File: config.mk
export PLATFORM = sky130hd
export DESIGN_NAME = carrier_frame_validator
export DESIGN_NICKNAME = d
export VERILOG_FILES = /design/src/hdl/cfv_pkg.sv /design/src/hdl/cfv_front.sv /design/src/hdl/cfv_back.sv /design/src/hdl/cfv_queue.sv /design/src/hdl/carrier_frame_validator.sv
export SDC_FILE = /design/constraint.sdc
export NUM_CORES = 2
export LEC_CHECK = 0
export BUFFER_PORTS_ARGS = -buffer_cell sky130_fd_sc_hd__buf_2
export CORE_ASPECT_RATIO = 0.9
export CORE_MARGIN = 3
export CORE_UTILIZATION = 60
export CTS_BUF_LIST = sky130_fd_sc_hd__clkbuf_8 sky130_fd_sc_hd__clkbuf_16
export DETAILED_ROUTE_END_ITERATION = 12
export HOLD_SLACK_MARGIN = 0.08
export PLACE_DENSITY = 0.87
export SLEW_MARGIN = 20
export SYNTH_ARGS = -nofsm -noshare
export SYNTH_HDL_FRONTEND = slang
export SYNTH_SLANG_ARGS = --single-unit
export TNS_END_PERCENT = 1
File: constraint.sdc
create_clock -name clk -period 23.8 [get_ports clk]
set_input_delay 2.38 -clock clk [delete_from_list [all_inputs] [get_ports clk]]
set_output_delay 2.38 -clock clk [all_outputs]
set_load 0.005 [all_outputs]
File: src/hdl/cfv_pkg.sv
// shared types, constants and helpers for the carrier frame validator
`default_nettype none
package cfv_pkg;

  localparam int LENGTH_BITS  = 32;
  localparam int HEADER_BYTES = 56;
  localparam int CNT_W        = LENGTH_BITS;
  localparam int CFG_IDX_W    = 2;
  localparam int CFG_DATA_W   = 64;
  localparam int QUEUE_DEPTH  = 4;
  localparam int QPTR_W       = 2;

  localparam logic [63:0] FNV_BASIS = 64'hcbf29ce484222325;

  localparam logic [CFG_IDX_W-1:0] REG_FRAME  = 2'd0;
  localparam logic [CFG_IDX_W-1:0] REG_PHASH  = 2'd1;
  localparam logic [CFG_IDX_W-1:0] REG_LENGTH = 2'd2;

  typedef enum logic [3:0] {
    ST_OK       = 4'd0,
    ST_SHORT    = 4'd1,
    ST_MAGIC    = 4'd2,
    ST_PHASH    = 4'd3,
    ST_COUNT    = 4'd4,
    ST_PAGE     = 4'd5,
    ST_FRAME    = 4'd6,
    ST_LENGTH   = 4'd7,
    ST_OFFSET   = 4'd8,
    ST_MAPPED   = 4'd9,
    ST_RANGE    = 4'd10,
    ST_PLHASH   = 4'd11,
    ST_TOO_LONG = 4'd12
  } status_t;

  typedef struct packed {
    logic [7:0] data_byte;
    logic       last_byte;
  } in_item_t;

  typedef struct packed {
    logic       kind;
    logic [7:0] payload_byte;
    logic [3:0] status;
    logic       is_last;
  } out_item_t;

  // classified byte passed from front to back
  typedef struct packed {
    logic [7:0]       data_byte;
    logic             last_byte;
    logic             in_payload;
    logic             too_long;
    logic [CNT_W:0]   len;
  } work_t;

  // magic text byte by position (little-endian "NUISPFD1")
  function automatic logic [7:0] magic_char(input logic [2:0] idx);
    logic [7:0] c;
    case (idx)
      3'd0: c = 8'h4e;
      3'd1: c = 8'h55;
      3'd2: c = 8'h49;
      3'd3: c = 8'h53;
      3'd4: c = 8'h50;
      3'd5: c = 8'h46;
      3'd6: c = 8'h44;
      default: c = 8'h31;
    endcase
    return c;
  endfunction

  // fnv-1a step: xor then multiply by 2^40 + 2^8 + 0xb3 as shift-add
  function automatic logic [63:0] fnv_step(input logic [63:0] h, input logic [7:0] b);
    logic [63:0] x;
    x = h ^ {56'd0, b};
    return (x << 40) + (x << 8) + (x << 7) + (x << 5) + (x << 4) + (x << 1) + x;
  endfunction

endpackage
`default_nettype wire

File: src/hdl/cfv_front.sv
// front end: byte counter, header capture and payload window classification
`default_nettype none
module cfv_front (
  input  wire logic                      clk,
  input  wire logic                      rst,
  input  wire logic [31:0]               exp_length,
  input  wire cfv_pkg::in_item_t         in_item,
  input  wire logic                      take,
  output cfv_pkg::work_t                 work,
  output logic                           magic_ok,
  output logic [31:0]                    frame_total,
  output logic [31:0]                    page_bytes,
  output logic [31:0]                    frame_number,
  output logic [63:0]                    payload_start,
  output logic [63:0]                    payload_size,
  output logic [63:0]                    mapped_size,
  output logic [63:0]                    payload_hash_field
);
  import cfv_pkg::*;

  localparam logic [CNT_W-1:0] COUNT_MAX = '1;

  logic [CNT_W-1:0] byte_count;
  logic             overflow;
  logic [64:0]      rel;
  logic [5:0]       hidx;
  logic             in_hdr;

  assign in_hdr = byte_count < CNT_W'(HEADER_BYTES);
  assign hidx   = byte_count[5:0];
  assign rel    = {{(65-CNT_W){1'b0}}, byte_count} - {1'b0, payload_start};

  // classification of the current byte
  always_comb begin
    work.data_byte  = in_item.data_byte;
    work.last_byte  = in_item.last_byte;
    work.in_payload = !overflow && !in_hdr && !rel[64] && (rel[63:0] < {32'd0, exp_length});
    work.too_long   = overflow || (byte_count == COUNT_MAX);
    work.len        = work.too_long ? {1'b0, COUNT_MAX}
                                    : {1'b0, byte_count} + (CNT_W+1)'(1);
  end

  // counter and header fields
  always_ff @(posedge clk) begin
    if (rst) begin
      byte_count <= '0;
      overflow   <= 1'b0;
      magic_ok   <= 1'b1;
      frame_total <= '0; page_bytes <= '0; frame_number <= '0;
      payload_start <= '0; payload_size <= '0; mapped_size <= '0;
      payload_hash_field <= '0;
    end else if (take) begin
      if (in_item.last_byte) begin
        byte_count <= '0;
        overflow   <= 1'b0;
        magic_ok   <= 1'b1;
        frame_total <= '0; page_bytes <= '0; frame_number <= '0;
        payload_start <= '0; payload_size <= '0; mapped_size <= '0;
        payload_hash_field <= '0;
      end else begin
        if (byte_count == COUNT_MAX) overflow <= 1'b1;
        else byte_count <= byte_count + CNT_W'(1);
        if (in_hdr) begin
          if (hidx < 6'd8) begin
            if (in_item.data_byte != magic_char(hidx[2:0])) magic_ok <= 1'b0;
          end else if (hidx < 6'd12) frame_total[8*(hidx-6'd8) +: 8] <= in_item.data_byte;
          else if (hidx < 6'd16) page_bytes[8*(hidx-6'd12) +: 8] <= in_item.data_byte;
          else if (hidx < 6'd20) frame_number[8*(hidx-6'd16) +: 8] <= in_item.data_byte;
          else if (hidx < 6'd24) begin
          end else if (hidx < 6'd32) payload_start[8*(hidx-6'd24) +: 8] <= in_item.data_byte;
          else if (hidx < 6'd40) payload_size[8*(hidx-6'd32) +: 8] <= in_item.data_byte;
          else if (hidx < 6'd48) mapped_size[8*(hidx-6'd40) +: 8] <= in_item.data_byte;
          else payload_hash_field[8*(hidx-6'd48) +: 8] <= in_item.data_byte;
        end
      end
    end
  end

endmodule
`default_nettype wire

File: src/hdl/cfv_back.sv
// back end: running hashes, verdict checks and output register
`default_nettype none
module cfv_back (
  input  wire logic                 clk,
  input  wire logic                 rst,
  input  wire logic [31:0]          exp_frame,
  input  wire logic [63:0]          exp_phash,
  input  wire logic [31:0]          exp_length,
  input  wire cfv_pkg::work_t       work,
  input  wire logic                 magic_ok,
  input  wire logic [31:0]          frame_total,
  input  wire logic [31:0]          page_bytes,
  input  wire logic [31:0]          frame_number,
  input  wire logic [63:0]          payload_start,
  input  wire logic [63:0]          payload_size,
  input  wire logic [63:0]          mapped_size,
  input  wire logic [63:0]          payload_hash_field,
  input  wire logic                 take,
  output cfv_pkg::out_item_t        res_a,
  output logic                      res_a_valid,
  output cfv_pkg::out_item_t        res_b,
  output logic                      res_b_valid
);
  import cfv_pkg::*;

  logic [63:0] whole_hash, payload_hash_run, ph_next, pl_next;
  logic [63:0] mask, len64, plfield;
  status_t     st;

  assign ph_next = fnv_step(whole_hash, work.data_byte);
  assign pl_next = work.in_payload ? fnv_step(payload_hash_run, work.data_byte)
                                   : payload_hash_run;
  assign mask  = {32'd0, page_bytes - 32'd1};
  assign len64 = {{(63-CNT_W){1'b0}}, work.len};
  // a header-only packet ends on the top byte of the hash field
  assign plfield = (len64 == 64'(HEADER_BYTES)) ?
                   {work.data_byte, payload_hash_field[55:0]} : payload_hash_field;

  // first failing check
  always_comb begin
    if (work.too_long) st = ST_TOO_LONG;
    else if (len64 < 64'(HEADER_BYTES)) st = ST_SHORT;
    else if (!magic_ok) st = ST_MAGIC;
    else if (ph_next != exp_phash) st = ST_PHASH;
    else if (frame_total != 32'd1) st = ST_COUNT;
    else if (page_bytes == 32'd0 || (page_bytes & mask[31:0]) != 32'd0) st = ST_PAGE;
    else if (frame_number != exp_frame) st = ST_FRAME;
    else if (payload_size != {32'd0, exp_length}) st = ST_LENGTH;
    else if (payload_start < 64'(HEADER_BYTES) || (payload_start & mask) != 64'd0)
      st = ST_OFFSET;
    else if ((mapped_size & mask) != 64'd0 || mapped_size < {32'd0, exp_length})
      st = ST_MAPPED;
    else if (payload_start > len64 || mapped_size > len64 - payload_start) st = ST_RANGE;
    else if (pl_next != plfield) st = ST_PLHASH;
    else st = ST_OK;
  end

  // hashes and result registers
  always_ff @(posedge clk) begin
    if (rst) begin
      whole_hash       <= FNV_BASIS;
      payload_hash_run <= FNV_BASIS;
      res_a_valid      <= 1'b0;
      res_b_valid      <= 1'b0;
    end else begin
      res_a_valid <= take && work.in_payload;
      res_b_valid <= take && work.last_byte;
      if (take) begin
        whole_hash       <= work.last_byte ? FNV_BASIS : ph_next;
        payload_hash_run <= work.last_byte ? FNV_BASIS : pl_next;
      end
    end
  end

  always_ff @(posedge clk) begin
    res_a <= '{kind: 1'b0, payload_byte: work.data_byte, status: ST_OK, is_last: 1'b0};
    res_b <= '{kind: 1'b1, payload_byte: 8'd0, status: st, is_last: 1'b1};
  end

endmodule
`default_nettype wire

File: src/hdl/cfv_queue.sv
// result queue between the engine and the output channel
`default_nettype none
module cfv_queue (
  input  wire logic                 clk,
  input  wire logic                 rst,
  input  wire cfv_pkg::out_item_t   res_a,
  input  wire logic                 res_a_valid,
  input  wire cfv_pkg::out_item_t   res_b,
  input  wire logic                 res_b_valid,
  output logic                      room,
  output cfv_pkg::out_item_t        out_item,
  output logic                      out_valid,
  input  wire logic                 out_stall
);
  import cfv_pkg::*;

  out_item_t         mem [QUEUE_DEPTH];
  logic [QPTR_W-1:0] wr_ptr, rd_ptr;
  logic [QPTR_W:0]   fill;
  logic              pop;
  logic [1:0]        pushes;

  assign out_valid = fill != '0;
  assign out_item  = mem[rd_ptr];
  assign pop       = out_valid && !out_stall;
  assign pushes    = {1'b0, res_a_valid} + {1'b0, res_b_valid};
  // room for two more results beside the stored and in-flight ones
  assign room      = (fill + (QPTR_W+1)'(pushes)) <= (QPTR_W+1)'(QUEUE_DEPTH - 2);

  always_ff @(posedge clk) begin
    if (rst) begin
      wr_ptr <= '0; rd_ptr <= '0; fill <= '0;
    end else begin
      wr_ptr <= wr_ptr + QPTR_W'(pushes);
      if (pop) rd_ptr <= rd_ptr + QPTR_W'(1);
      fill <= fill + (QPTR_W+1)'(pushes) - (QPTR_W+1)'(pop);
    end
  end

  always_ff @(posedge clk) begin
    if (res_a_valid) mem[wr_ptr] <= res_a;
    if (res_b_valid) mem[res_a_valid ? wr_ptr + QPTR_W'(1) : wr_ptr] <= res_b;
  end

  a_no_overflow: assert property (@(posedge clk) disable iff (rst)
    fill <= (QPTR_W+1)'(QUEUE_DEPTH)) else $error("result queue overflow");
  a_empty_no_pop: assert property (@(posedge clk) disable iff (rst)
    fill == '0 |-> !pop) else $error("pop from empty queue");
  a_push_has_room: assert property (@(posedge clk) disable iff (rst)
    res_b_valid |-> $past(room)) else $error("push without room");

endmodule
`default_nettype wire

File: src/hdl/carrier_frame_validator.sv
// Carrier frame validator top level.
// A result passes through the back end result register, then the result queue,
// before it is offered.
// Throughput: one byte per cycle while the output side drains and in_stall is low;
// set by the combinational shift-add FNV step in the back end.
// Input stalls when stored plus in-flight results leave no room for two more
// in the four-entry queue: when a byte's two results go into a non-empty queue, or on output stalls.
// Reset (rst, synchronous): configuration registers zero, packet state cleared, queue empty.
`default_nettype none
module carrier_frame_validator (
  input  wire logic                          clk,
  input  wire logic                          rst,
  input  wire logic                          cfg_we,
  input  wire logic [cfv_pkg::CFG_IDX_W-1:0] cfg_index,
  input  wire logic [cfv_pkg::CFG_DATA_W-1:0] cfg_data,
  input  wire cfv_pkg::in_item_t             in_item,
  input  wire logic                          in_valid,
  output logic                               in_stall,
  output cfv_pkg::out_item_t                 out_item,
  output logic                               out_valid,
  input  wire logic                          out_stall
);
  import cfv_pkg::*;

  logic [31:0] exp_frame, exp_length;
  logic [63:0] exp_phash;
  logic        take, room;
  work_t       work;
  logic        magic_ok;
  logic [31:0] frame_total, page_bytes, frame_number;
  logic [63:0] payload_start, payload_size, mapped_size, payload_hash_field;
  out_item_t   res_a, res_b;
  logic        res_a_valid, res_b_valid;

  assign in_stall = !room;
  assign take     = in_valid && room;

  // configuration registers
  always_ff @(posedge clk) begin
    if (rst) begin
      exp_frame <= '0; exp_phash <= '0; exp_length <= '0;
    end else if (cfg_we) begin
      case (cfg_index)
        REG_FRAME:  exp_frame  <= cfg_data[31:0];
        REG_PHASH:  exp_phash  <= cfg_data;
        REG_LENGTH: exp_length <= cfg_data[31:0];
        default: ;
      endcase
    end
  end

  cfv_front u_front (
    .clk, .rst, .exp_length, .in_item, .take, .work, .magic_ok, .frame_total,
    .page_bytes, .frame_number, .payload_start, .payload_size, .mapped_size,
    .payload_hash_field
  );

  cfv_back u_back (
    .clk, .rst, .exp_frame, .exp_phash, .exp_length, .work, .magic_ok,
    .frame_total, .page_bytes, .frame_number, .payload_start, .payload_size,
    .mapped_size, .payload_hash_field, .take, .res_a, .res_a_valid, .res_b,
    .res_b_valid
  );

  cfv_queue u_queue (
    .clk, .rst, .res_a, .res_a_valid, .res_b, .res_b_valid, .room, .out_item,
    .out_valid, .out_stall
  );

endmodule
`default_nettype wire

* Yosys cells after proc, flatten, opt, wreduce, memory -nomap -nowiden
Memory sizes are Yosys's and may differ from the RTL's. A register that Yosys moved wholly into a read port is not among the register bits.
Cells that the tools add are included.
** Word-level totals
- Register bits after elaboration :: 663
- Bits in writable memories :: 56
- Output and inout port bits :: 16
- Word-level logic and storage cells :: 265
- Memories :: 1
** Cells by class
- Add/sub/neg operators :: 37
- Order comparisons :: 16
- Equal/unequal tests :: 25
- Shift-type cells :: 14
- Mux-type cells :: 96
- Bitwise logic cells :: 5
- Reductions and logical operators :: 48
** Memory list
- u_queue.mem :: depth 4, bits a word 14, rd ports 1, clocked after memory_dff 1, write ports 2, line cfv_queue.sv:17 : out_item_t mem [QUEUE_DEPTH];
** Operators with widths (number)
- $mux 64 :: 41
- $add 64x64->64 :: 12
- $mux 32 :: 17
- $bwmux 64 :: 4
- $shift 8x34->64 const A :: 4
- $shiftx 8x34->64 :: 4
- $neg 32->34 :: 7
- $and 64x32->64 :: 2
- $lt 64x32->1 :: 2
- $ne 64x64->1 :: 2
- $reduce_bool 64->1 :: 2
- $xor 64x8->64 :: 2
- $shift 8x34->32 const A :: 3
- $shiftx 8x34->32 :: 3
- $bwmux 32 :: 3
- $sub 32x64->65 :: 1
- $gt 64x33->1 :: 1
- $gt 64x64->1 :: 1
- $lt 64x6->1 const B :: 1
- $ne 64x32->1 :: 1
- $sub 33x64->64 :: 1
- $pmux 7 s7 :: 1
- $mux 4 :: 11
- $mux 8 :: 5
- 49 further kinds :: 110

* Logic depth before layout (Yosys ltp)
- Depth in word-level cells :: 20
- Depth in mapped cells :: 43

* By module
From an unflattened synthesis, not the netlist that was laid out.
** Second synthesis, totals
- Cells, all modules :: 7495
- Area, all modules :: 65731.8 µm²
** Modules (own cells, without submodules)
- cfv_back :: instances 1, cells each 4519, area an instance 37427.1 µm², sequential area each 2842.7 µm²
- cfv_front :: instances 1, cells each 2286, area an instance 19683.9 µm², sequential area each 7727.4 µm²
- carrier_frame_validator :: instances 1, cells each 491, area an instance 5323.9 µm², sequential area each 2562.5 µm²
- cfv_queue :: instances 1, cells each 199, area an instance 3296.9 µm², sequential area each 1861.8 µm²

* Worst setup path before layout
Ideal clock, no wire load.
- Kind :: input to register
- Start :: in in_item[5] (netlist bit)
- End :: reg, netlist name u_back.res_b[1]
- Library setup time :: 0.115 ns
- Arrival time :: 8.688 ns
- Required time :: 23.685 ns
- Slack :: 14.997 ns
- Stages on the path :: 28
- Path buffers :: 2
- Cell sequence :: clkbuf_1 > xor2_1 > inv_1 > fa_1 > fa_1 > inv_1 > ha_1 > ha_1 > ha_1 > inv_1 > fa_1 > nor2b_1 > o21a_1 > o21ai_1 > a2111oi_2 > o311ai_1 > a21oi_1 > o21a_1 > clkbuf_1 > mux2i_1 > o21ai_0 > nor4b_1 > nand4_1 > nor4_1 > nand3_1 > a211oi_1 > nor2_1 > and2_1
** On the way
- Longest elaborated chain between the ends :: 20
** RTL lines
- from (decl) :: line carrier_frame_validator.sv:16 : input wire cfv_pkg::in_item_t in_item,
- $xor 64x8->64 :: line cfv_pkg.sv:75 : x = h ^ {56'd0, b};
- $add 64x64->64 (6 in series) :: line cfv_pkg.sv:76 : return (x << 40) + (x << 8) + (x << 7) + (x << 5) + (x << 4) + (x << 1) + x;
- $mux 64 :: line cfv_back.sv:31 : assign pl_next = work.in_payload ? fnv_step(payload_hash_run, work.data_byte)
- $ne 64x64->1 :: line cfv_back.sv:54 : else if (pl_next != plfield) st = ST_PLHASH;
- $mux 4 :: line cfv_back.sv:54
- $mux 4 :: line cfv_back.sv:53 : else if (payload_start > len64 || mapped_size > len64 - payload_start) st = ST_RANGE;
- $mux 4 :: line cfv_back.sv:51 : else if ((mapped_size & mask) != 64'd0 || mapped_size < {32'd0, exp_length})
- $mux 4 :: line cfv_back.sv:49 : else if (payload_start < 64'(HEADER_BYTES) || (payload_start & mask) != 64'd0)
- $mux 4 :: line cfv_back.sv:48 : else if (payload_size != {32'd0, exp_length}) st = ST_LENGTH;
- $mux 4 :: line cfv_back.sv:47 : else if (frame_number != exp_frame) st = ST_FRAME;
- $mux 4 :: line cfv_back.sv:46 : else if (page_bytes == 32'd0 || (page_bytes & mask[31:0]) != 32'd0) st = ST_PAGE;
- $mux 4 :: line cfv_back.sv:45 : else if (frame_total != 32'd1) st = ST_COUNT;
- $mux 4 (*) :: line cfv_back.sv:44 : else if (ph_next != exp_phash) st = ST_PHASH;
- $mux 4 (*) :: line cfv_back.sv:43 : else if (!magic_ok) st = ST_MAGIC;
- $mux 4 (*) :: line cfv_back.sv:42 : else if (len64 < 64'(HEADER_BYTES)) st = ST_SHORT;
Mark *: on every way between the ends. The rest lies on a longest branch, timed or not.
A chain may end at the register's enable or synchronous reset.

* Worst setup path in the final report
- Start :: reg u_front.byte_count[4]
- End :: reg, netlist name u_back.res_b[1]
** On the way
- Longest elaborated chain between the ends :: 18
** RTL lines
- from (decl) :: line cfv_front.sv:23 : logic [CNT_W-1:0] byte_count;
- from (signal assigned) :: line cfv_front.sv:62 : else byte_count <= byte_count + CNT_W'(1);
- branches (longest 18 deep; another with $sub 33x64->64)
Several ways; the timed one is not identified.

==> out/metrics.cfg <==
[grt]
overflow=0
antenna_found_initial=2
track_usage_pct=40.7
grt_pass1_vias=57813
grt_pass1_wl_um=346000
grt_max_degree=205

[critical_path]
crit_buf_inv=0
cp_common_cell=a21o_1
crit_path_top_delay_cell=ha_1
crit_path_start_kind=flop
worst_setup_path_end_kind=flop
slowest_delay_ps=850
cp_top_family=compound AO/OA/AOI/OAI gates
crit_arrival_ps=12320
path_max_fanout=23
critical_path_class=flop to flop
required_ps=24400

[sta]
fmax_ghz=0.0853
hold_viol=0
fin_setup_tns_ps=0
clock-skew-final_ps=32.0
slew_violations=0
worst_pin_slew_ps=1200
period_share_pct=49.2
slew_headroom_pct=19.7
fin_crit_ps=11720
rsz0062_at_grt=false
setup_viol=0

[synthesis]
synth_flop_cell=dfxtp_1
synthSimpleGateAreaFrac_pct=19.3
ys_warn_count=0
avgSynthCellArea_um2=8.25
synth_sequential_area_ratio_pct=22.6
ys_top_cells_by_area=dfxtp_1 22%, fa_1 16%, ha_1 10%
yosysUniqueCellTypes=104
syn_inst=7782
synth_area_leader_cell=dfxtp_1
synth_fa_ha_area_share_pct=26.0
synth_mux_area_share_pct=1.09
synth_top_family_by_area=adder cells
synth_area_mm2=0.0642
syn-num-nets=8893
synth_seq_cells=717
yosys.area_share.xor_xnor_pct=6.62
synth_compound_area_share_pct=17.0
synthArstFlopShare_pct=0
synth_edf_count=16
synth_top_area_share_pct=21.9

[floorplanning]
die_y_um=316
core_area_mm2=0.106
ioPinCount=96
die_area_mm2=0.111
die_w_um=351
num_rows=113
start_util_pct=60.7

[cts]
worstSkewPairLatency_ps=670
cts_hold_buf=0
post-cts-setup-buffers=0
cts_tree=yes
clk_pin_slew_ps=70
cts_buffer_depth=3
cts_sinks=717
cts_buffers=75
htreeDepth=3
post_cts_resized=0
clock-root-buffer=clkbuf_16

[route]
drt_iter0_drc=8521
drc=0
vias_per_cell=6.62
first_pass_iters=8
vias=60049
routed_wl_um=228000
ant_nets=0
avgRoutedWirePerCell_um=25.2

[final_layout]
syn2layout_area_growth_pct=5.89
drive_above_1_share_pct=4.70
final_nets=8741

[place]
gp_congestion=1.10
port_buffers=95
dp_hpwl_um=178000

[flow_run]
maxCapViolations=0

[min_path]
worstHoldPathType=flop to flop

[run_status]
status=finished clean

[cell usage in the layout, fill, tap and decap left out, types with 129 or more instances in the layout]
cell,count
nor4_1,129
inv_1,885
o21ai_0,178
a21oi_1,536
dfxtp_1,701
nand2_1,791
nor2_1,724
xnor2_1,225
xor2_1,217
a21o_1,130
nand3_1,215
nand4_1,135
ha_1,525
fa_1,506
nor3_1,130
a22oi_1,335
[Yosys cell counts, types with 13 or more instances]
master    count
a211o_1      13
a211oi_1     30
a21o_1      130
a21oi_1     536
a221oi_1     14
a22oi_1     335
a31oi_1      74
and2_1       86
and3_1       53
and4_1       24
buf_1        52
buf_2        13
clkbuf_1    303
dfxtp_1     701
edfxtp_1     16
fa_1        506
ha_1        525
inv_1       873
mux2i_1      30
mux4_2       13
nand2_1     793
nand2b_1     50
nand3_1     215
nand3b_1     20
nand4_1     135
nand4b_1     14
nor2_1      731
nor2b_1      52
nor3_1      132
nor3b_1      14
nor4_1      130
nor4b_1      19
o211ai_1     69
o21a_1       48
o21ai_0     178
o21ai_1      21
o21bai_1     31
o22ai_1      37
o31ai_1      15
or2_2        25
or3_1        61
or4_1        20
xnor2_1     227
xnor3_1      15
xor2_1      217
[per-layer routing]
| layer | up-vias | global-route usage [%] | share of wire, % |
|---|---|---|---|
| met5 | - | 0 | 0 |
| met4 | 0 | 25.2 | 7.9 |
| met1 | 28513 | 51.8 | 37 |
| met2 | 4082 | 61.5 | 43 |
| li1 | 26432 | - | - |
| met3 | 1022 | 11.0 | 13 |
[logic make-up (layout without fill, tap and decap cells)]
kind of cell,Yosys count,in the layout
AND/OR/NAND/NOR,2599,2599
flip-flops,717,717
AO/OA/AOI/OAI,1677,1677
adder cells (fa/ha/maj),1031,1031
other,1,2
multiplexers,52,52
buffers and inverters,1245,1149
XOR/XNOR,460,460
[state kept, by name, summed over array words and instances, names as in the netlist, 52 cells and up, named ones only]
name	cells
u_queue.mem	52
u_front.payload_start	64
u_front.payload_hash_field	64
u_back.payload_hash_run	64
exp_phash	64
u_back.whole_hash	64
u_front.mapped_size	64
u_front.payload_size	64
[final cells by class]
| type | count | area, um2 |
|---|---|---|
| Inverter | 875 | 3280 |
| Multi-Input combinational cell | 5820 | 45100 |
| Clock buffer | 90 | 2110 |
| Fill cell | 8774 | 37800 |
| Sequential cell | 717 | 14500 |
| Clock inverter | 43 | 398 |
| Timing Repair Buffer | 141 | 843 |
| Antenna cell | 1 | 2.50 |
| Tap cell | 1380 | 1730 |
[stage by stage]
| step | setup slack, ps | cell area (um2) | instances | hold WS, ps | utilization [%] |
|---|---|---|---|---|---|
| 2_1_floorplan | 15000 | 64200 | 7782 | 421 | - |
| 3_3_place_gp | 12840 | 65400 | 8933 | 429 | 61.9 |
| 3_5_place_dp | 12540 | 65400 | 8933 | 442 | 61.9 |
| 4_1_cts | 12490 | 67900 | 9066 | 455 | 64.2 |
| 5_1_grt | 11530 | 67900 | 9067 | 477 | 64.2 |
| 6_report | 12080 | 67900 | 9067 | 453 | 64.2 |
[worst paths after layout]
path                            depth (start not counted)                        endpoint  slack [ps]                          startpoint
worst max register to register                         41      u_back.res_b[1]$_SDFF_PP0_       12080  u_front.byte_count[4]$_SDFFE_PP0P_
worst max-delay path                                   41      u_back.res_b[1]$_SDFF_PP0_       12080  u_front.byte_count[4]$_SDFFE_PP0P_
worst min register to register                          2  u_queue.mem[0][7]$_SDFFE_PP0P_         450      u_queue.mem[0][7]$_SDFFE_PP0P_
worst min-delay path                                    2  u_queue.mem[0][7]$_SDFFE_PP0P_         450      u_queue.mem[0][7]$_SDFFE_PP0P_
[worst min-delay path, cell delays in order, from the launching register on]
cell and delay, ps:
dfxtp_1 300, nand2_1 50, a21oi_1 50
Power is not shown: default switching activity piles up to over one toggle a cycle in this logic, so the estimate is an artifact.
